## src/hdl/spatial_cell_hash_3d_defines.svh

```systemverilog
// spatial_cell_hash_3d_defines.svh: assertion macros shared by the hash rtl
// no dependencies
`ifndef SPATIAL_CELL_HASH_3D_DEFINES_SVH
`define SPATIAL_CELL_HASH_3D_DEFINES_SVH

// a implies b on the next clock edge, held off during reset
`define SCH_ASSERT_NEXT(label, clk, rst, a, b, msg) \
   label: assert property (@(posedge clk) disable iff (rst) (a) |=> (b)) else $error(msg);

// a implies b on the same clock edge, held off during reset
`define SCH_ASSERT_NOW(label, clk, rst, a, b, msg) \
   label: assert property (@(posedge clk) disable iff (rst) (a) |-> (b)) else $error(msg);

`endif

```

## src/hdl/sch_udiv_pipe.sv

```systemverilog
// sch_udiv_pipe: unsigned restoring divider, one quotient bit per register stage
// depends on nothing; divisor must hold steady while beats are in flight
`timescale 1ns / 1ps
module sch_udiv_pipe #(
   parameter int NUM_W  = 32,
   parameter int DEN_W  = 32,
   parameter int SIDE_W = 1
) (
   input  logic              clock,
   input  logic              reset,
   input  logic              en,
   input  logic              in_valid,
   input  logic [NUM_W-1:0]  num,
   input  logic [DEN_W-1:0]  den,
   input  logic [SIDE_W-1:0] in_side,
   output logic              out_valid,
   output logic [NUM_W-1:0]  quot,
   output logic [DEN_W-1:0]  rem,
   output logic [SIDE_W-1:0] out_side
);
   logic              valid_ff [NUM_W];
   logic [DEN_W-1:0]  rem_ff   [NUM_W];
   logic [NUM_W-1:0]  bits_ff  [NUM_W];
   logic [SIDE_W-1:0] side_ff  [NUM_W];

   genvar i;
   generate
      for (i = 0; i < NUM_W; i++) begin : g_stage
         logic              src_valid;
         logic [DEN_W-1:0]  src_rem;
         logic [NUM_W-1:0]  src_bits;
         logic [SIDE_W-1:0] src_side;
         logic [DEN_W:0]    trial;
         logic [DEN_W:0]    diff;
         logic              ge;
         logic [DEN_W-1:0]  rem_in;
         logic [NUM_W-1:0]  bits_in;

         // stage source: ports for the first stage, previous stage otherwise
         if (i == 0) begin : g_first
            assign src_valid = in_valid;
            assign src_rem   = '0;
            assign src_bits  = num;
            assign src_side  = in_side;
         end else begin : g_next
            assign src_valid = valid_ff[i-1];
            assign src_rem   = rem_ff[i-1];
            assign src_bits  = bits_ff[i-1];
            assign src_side  = side_ff[i-1];
         end

         // one restoring step, quotient bit shifts in at the bottom
         always_comb begin
            trial   = {src_rem, src_bits[NUM_W-1]};
            diff    = trial - {1'b0, den};
            ge      = (trial >= {1'b0, den});
            rem_in  = ge ? diff[DEN_W-1:0] : trial[DEN_W-1:0];
            bits_in = {src_bits[NUM_W-2:0], ge};
         end

         always_ff @(posedge clock) begin
            if (reset) begin
               valid_ff[i] <= 1'b0;
            end else if (en) begin
               valid_ff[i] <= src_valid;
            end
         end

         always_ff @(posedge clock) begin
            if (en) begin
               rem_ff[i]  <= rem_in;
               bits_ff[i] <= bits_in;
               side_ff[i] <= src_side;
            end
         end
      end
   endgenerate

   assign out_valid = valid_ff[NUM_W-1];
   assign quot      = bits_ff[NUM_W-1];
   assign rem       = rem_ff[NUM_W-1];
   assign out_side  = side_ff[NUM_W-1];
endmodule

```

## config.mk

```make
export PLATFORM = sky130hd
export DESIGN_NAME = sch_udiv_pipe
export DESIGN_NICKNAME = d
export VERILOG_FILES = /design/src/hdl/spatial_cell_hash_3d_defines.svh /design/src/hdl/sch_udiv_pipe.sv
export SDC_FILE = /design/constraint.sdc
export NUM_CORES = 2
export LEC_CHECK = 0
export BUFFER_PORTS_ARGS = -buffer_cell sky130_fd_sc_hd__buf_4
export CORE_AREA = 2 2 645 647
export DETAILED_ROUTE_END_ITERATION = 10
export DIE_AREA = 0 0 647 649
export HOLD_SLACK_MARGIN = 0.12
export PLACE_DENSITY = 0.55
export SLEW_MARGIN = 20
export SYNTH_ARGS = -nofsm -noshare
export SYNTH_HDL_FRONTEND = slang
export SYNTH_SLANG_ARGS = --single-unit
```

## constraint.sdc

```tcl
create_clock -name clock -period 12.12 [get_ports clock]
set_input_delay 1.212 -clock clock [delete_from_list [all_inputs] [get_ports clock]]
set_output_delay 1.212 -clock clock [all_outputs]
set_load 0.02 [all_outputs]
```

# Word level (Yosys, flattened, before mapping)
# Memories as Yosys holds them, arrays and structs flattened.
# Index checks and enable logic that the tools add are counted.
word_totals:
  mem_count: 4
  mem_bits_rw: 2112
  output_inout_bits: 66
  rom_bits: 0
  regBits: 0
  latch_bits: 0
  inputBits: 69
mem_list:
  columns: ["name", "words", "word_bits", "read_ports", "rd_clocked_by_memory_dff", "write_ports", "line", "source"]
  rows:
  - ["bits_ff", 32, 32, 32, 0, 32, "sch_udiv_pipe.sv:23", "logic [NUM_W-1:0] bits_ff [NUM_W];"]
  - ["rem_ff", 32, 32, 32, 0, 32, "sch_udiv_pipe.sv:22", "logic [DEN_W-1:0] rem_ff [NUM_W];"]
  - ["side_ff", 32, 1, 32, 0, 32, "sch_udiv_pipe.sv:24", "logic [SIDE_W-1:0] side_ff [NUM_W];"]
  - ["valid_ff", 32, 1, 32, 0, 32, "sch_udiv_pipe.sv:21", "logic valid_ff [NUM_W];"]
op_classes:
  n_reduce_logical: 0
  n_div: 0
  multipliers: 0
  mux: 70
  n_addsub: 32
  bitwise_logic: 32
  shift: 0
  n_lt_le_gt_ge: 32
  n_eq_ne: 0
op_table:
  columns: ["op", "count"]
  rows:
  - ["two-way mux 32 bit", 32]
  - ["greater-or-equal comparator 33 x 32 -> 1 bit", 31]
  - ["subtractor 32 bit", 31]
  - ["two-way mux 1 bit", 38]
  - ["greater-or-equal comparator 1 x 32 -> 1 bit", 1]
  - ["bitwise OR 1 bit", 32]
  - ["subtractor 1 x 32 -> 32 bit", 1]

# Logic depth before layout (Yosys ltp)
logic_depth:
  ltp_word: 4
  depth_mapped: 17

# Least setup slack after synthesis
# OpenSTA, ideal clock, no wires.
synth_timing:
  path_kind: "input port to flip-flop"
  start: "input den[1]"
  end: "memory rem_ff[29][26], data pin"
  cell_stages: 15
  slack_ns: 6.922
  t_arrival_ns: 4.939
  t_required_ns: 11.860
  cell_sequence: "clkbuf_1 -> inv_1 -> ha_1 -> nor2b_1 -> o31ai_1 -> a21oi_1 -> o41ai_2 -> o21ai_0 -> a31o_2 -> nor3b_1 -> nand2_1 -> o21ai_1 -> a41oi_2 -> buf_6 -> mux2_2"
synth_lines:
  columns: ["element", "line", "source"]
  rows:
  - ["start, declared", "sch_udiv_pipe.sv:14", "input logic [DEN_W-1:0] den,"]
  - ["end, declared", "sch_udiv_pipe.sv:22", null]

==> results.sh <==
export IMPL_grt_usage_pct=15.4
export IMPL_p_per_area_nw_per_um2=288
export IMPL_drive_gt1_share_pct=10.6
export IMPL_finalWirelength_mm=333
export IMPL_multi_input_area_um2=58000
export IMPL_ys_ff_latch=2112
export IMPL_cp_arrival_ns=6.41
export IMPL_cts_buffers=273
export IMPL_die_x_um=647
export IMPL_die_height_um=649
export IMPL_yosys_top_cells_area="edfxtp_1, ha_1, a21oi_1"
export IMPL_crit_required_ns=12.74
export IMPL_clk_path_buf_depth=4
export IMPL_synth_edff_count=2112
export IMPL_fillCellCount=40800
export IMPL_cts_setup_buffers=0
export IMPL_ios=135
export IMPL_clockRootBuffer="clkbuf_16"
export IMPL_path_clk_slew_ns=0.06
export IMPL_p_leak_nw=53.8
export IMPL_skew_ns=0.0711
export IMPL_fin_crit_ns=5.79
export IMPL_drt_initial_drc_count=6699
export IMPL_setup_viol=0
export IMPL_ir_drop_v=0.000150
export IMPL_syn_avg_cell_area_um2=11.5
export IMPL_p_int_mw=24.7
export IMPL_p_switching_mw=15.7
export IMPL_pwr_share_clk_pct=20.2
export IMPL_cp_start_kind="input port"
export IMPL_synth_most_common_cell="edfxtp_1"
export IMPL_ff_latch_area_um2=63400
export IMPL_tightestPinTransition_ns=1.12
export IMPL_maxCapViolCount=0
export IMPL_synthTopCellsByCount="edfxtp_1, ha_1, a21oi_1"
export IMPL_fin_area_um2=140000
export IMPL_synthCells=10700
export IMPL_cp_end_kind="register"
export IMPL_syn_nets=11800
export IMPL_die_area_um2=420000
export IMPL_start_util_pct=30.0
export IMPL_vias=84700
export IMPL_fmax_mhz=173
export IMPL_rsz0062_at_grt="no"
export IMPL_period_share_pct=47.8
export IMPL_relSlewSlack_pct=25.5
export IMPL_final_cells=16700
export IMPL_cp_max_fo=58
export IMPL_cts_tree="yes"
export IMPL_ctsHoldBuffers=0
export IMPL_dp_cells=16200
export IMPL_synth_top_cell_area_share_pct=51.3
export IMPL_h_tree_depth=5
export IMPL_grt_pass1_vias=82400
export IMPL_swShare_pct=38.8
export IMPL_critPathKind="input port to register"
export IMPL_ys_flop_type="edfxtp_1"
export IMPL_comb_power_share_pct=47.6
export IMPL_overflow=0
export IMPL_grt_pass1_wl_mm=503
export IMPL_synth_area_um2=124000
export IMPL_fin_nets=12100
export IMPL_first_pass_iters=6
export IMPL_maxSlewViolCount=0
export IMPL_clock_sinks=2112
export IMPL_yosys_warnings=0
export IMPL_ant_nets=0
export IMPL_seqPwrFrac_pct=32.2
export IMPL_antenna_found_initial=16
export IMPL_yosysTopAreaCell="edfxtp_1"
export IMPL_yosysSeqAreaShare_pct=51.3
export IMPL_cts_repair_resized=0
export IMPL_grt_start_max_net_pins=175
export IMPL_wl_per_cell_um=20.0
export IMPL_hold_viol_final=0
export IMPL_hpwlAfterDp_mm=233
export IMPL_synth_cell_types=99
export IMPL_gp_congestion=0.894
export IMPL_core_area_um2=413000
export IMPL_port_buffers=134
export IMPL_layout_area_overhead_vs_synth_pct=13.6
export IMPL_rows=236
export IMPL_status="finished clean"
export IMPL_synthArstFlopShare_pct=0
export IMPL_fin_tns_setup_ns=0
export IMPL_hold_path_class="register to register"
export IMPL_placed_cell_area_um2=131000
export IMPL_drc_errors=0
export IMPL_clock_latency_ns=0.93
export IMPL_vias_per_cell=5.08
[power by group through the flow]
stage,Sequential [mW],Combinational (mW),Clock (mW)
2_1_floorplan,12.2,14.9,0
3_3_place_gp,13.2,19.0,0
3_5_place_dp,13.2,19.0,0
4_1_cts,13.0,19.2,8.45
5_1_grt,13.2,21.5,8.70
6_report,13.0,19.3,8.15
[cells in the final DEF, fill, tap and decap left out, drive strengths merged, types with 22 or more instances in the layout]
cell type  instances
a21oi            977
and4              30
o21ai            732
o41ai             22
nor2             651
o21a             146
and3              89
and2              75
a221oi            29
a21boi            45
or2               34
clkinv           104
a211oi            73
o21bai           117
nand3            190
nand2            782
edfxtp          2112
o211ai            39
mux2i             31
o31a              53
nor2b            134
mux2             433
xor2             338
o31ai             68
ha               994
fa                31
nor3             141
nand2b           147
a211o             33
inv              345
buf              238
a21o             502
a31oi             86
nand4            138
xnor2            504
bufinv            28
or3               40
nor4              44
clkbuf           323
[final cells by class]
type	instances	area share [%]
Tap cell	5474	4.88
Clock inverter	164	1.23
Timing Repair Buffer	238	1.41
Clock buffer	323	5.08
Inverter	328	0.882
Sequential cell	2112	45.2
Multi-Input combinational cell	8026	41.3
Antenna cell	4	0.00713
[state kept, by name, indices dropped and copies added, names as in the netlist]
register	count
valid_ff	32
rem_ff	1024
side_ff	32
bits_ff	1024
[worst paths after layout]
path                                   from                   endpoint  slack [ns]  cells past startpoint
setup / recovery                     den[1]   rem_ff[23][19]$_DFFE_PP_        6.33                     15
hold / removal    bits_ff[13][27]$_DFFE_PP_  bits_ff[14][28]$_DFFE_PP_        0.40                      0
setup reg to reg    rem_ff[22][0]$_DFFE_PP_   rem_ff[23][19]$_DFFE_PP_        7.44                     12
hold reg to reg   bits_ff[13][27]$_DFFE_PP_  bits_ff[14][28]$_DFFE_PP_        0.40                      0
[cell families (layout without fill, tap and decap cells)]
logic type	after synthesis	count (layout)	share of synthesized area, %
other	0	4	0
multiplexers	464	464	4.28
AND/OR/NAND/NOR	2552	2552	9.83
adder cells (fa/ha/maj)	1025	1025	10.6
flip-flops	2112	2112	51.3
XOR/XNOR	842	842	5.97
AO/OA/AOI/OAI	3143	3143	16.1
buffers and inverters	600	1053	1.95
[critical path: stages]
cell and delay, ns:
buf_4 0.27, clkinv_2 0.33, buf_4 0.43, ha_1 0.41
nor2b_1 0.15, o31a_1 0.27, o31a_1 0.28, o41ai_2 0.52
o211ai_1 0.22, o41ai_1 0.54, nand2_1 0.11, a31oi_1 0.21
o31a_2 0.89, inv_1 0.15, mux2_2 0.32
[layer usage]
metal | track usage [%] | part of all wire (%) | up-vias
li1 | - | - | 41400
met1 | 20.6 | 46 | 40900
met2 | 25.7 | 47 | 1845
met3 | 1.75 | 4.2 | 530
met4 | 4.99 | 3.3 | 4
met5 | 0 | 0.0081 | -
[stage by stage]
stage / setup WS, ns / hold WS [ns] / util, % / power, mW
after CTS: 6.46 / 0.364 / 34.0 / 40.7
after global placement: 5.57 / 0.400 / 31.9 / 32.2
after global routing: 5.98 / 0.400 / 34.0 / 43.4
after detailed placement: 5.53 / 0.405 / 31.9 / 32.2
final: 6.33 / 0.400 / 34.0 / 40.4
after floorplan: 6.92 / 0.400 / - / 27.1
Power figures use the tool's default switching activity.
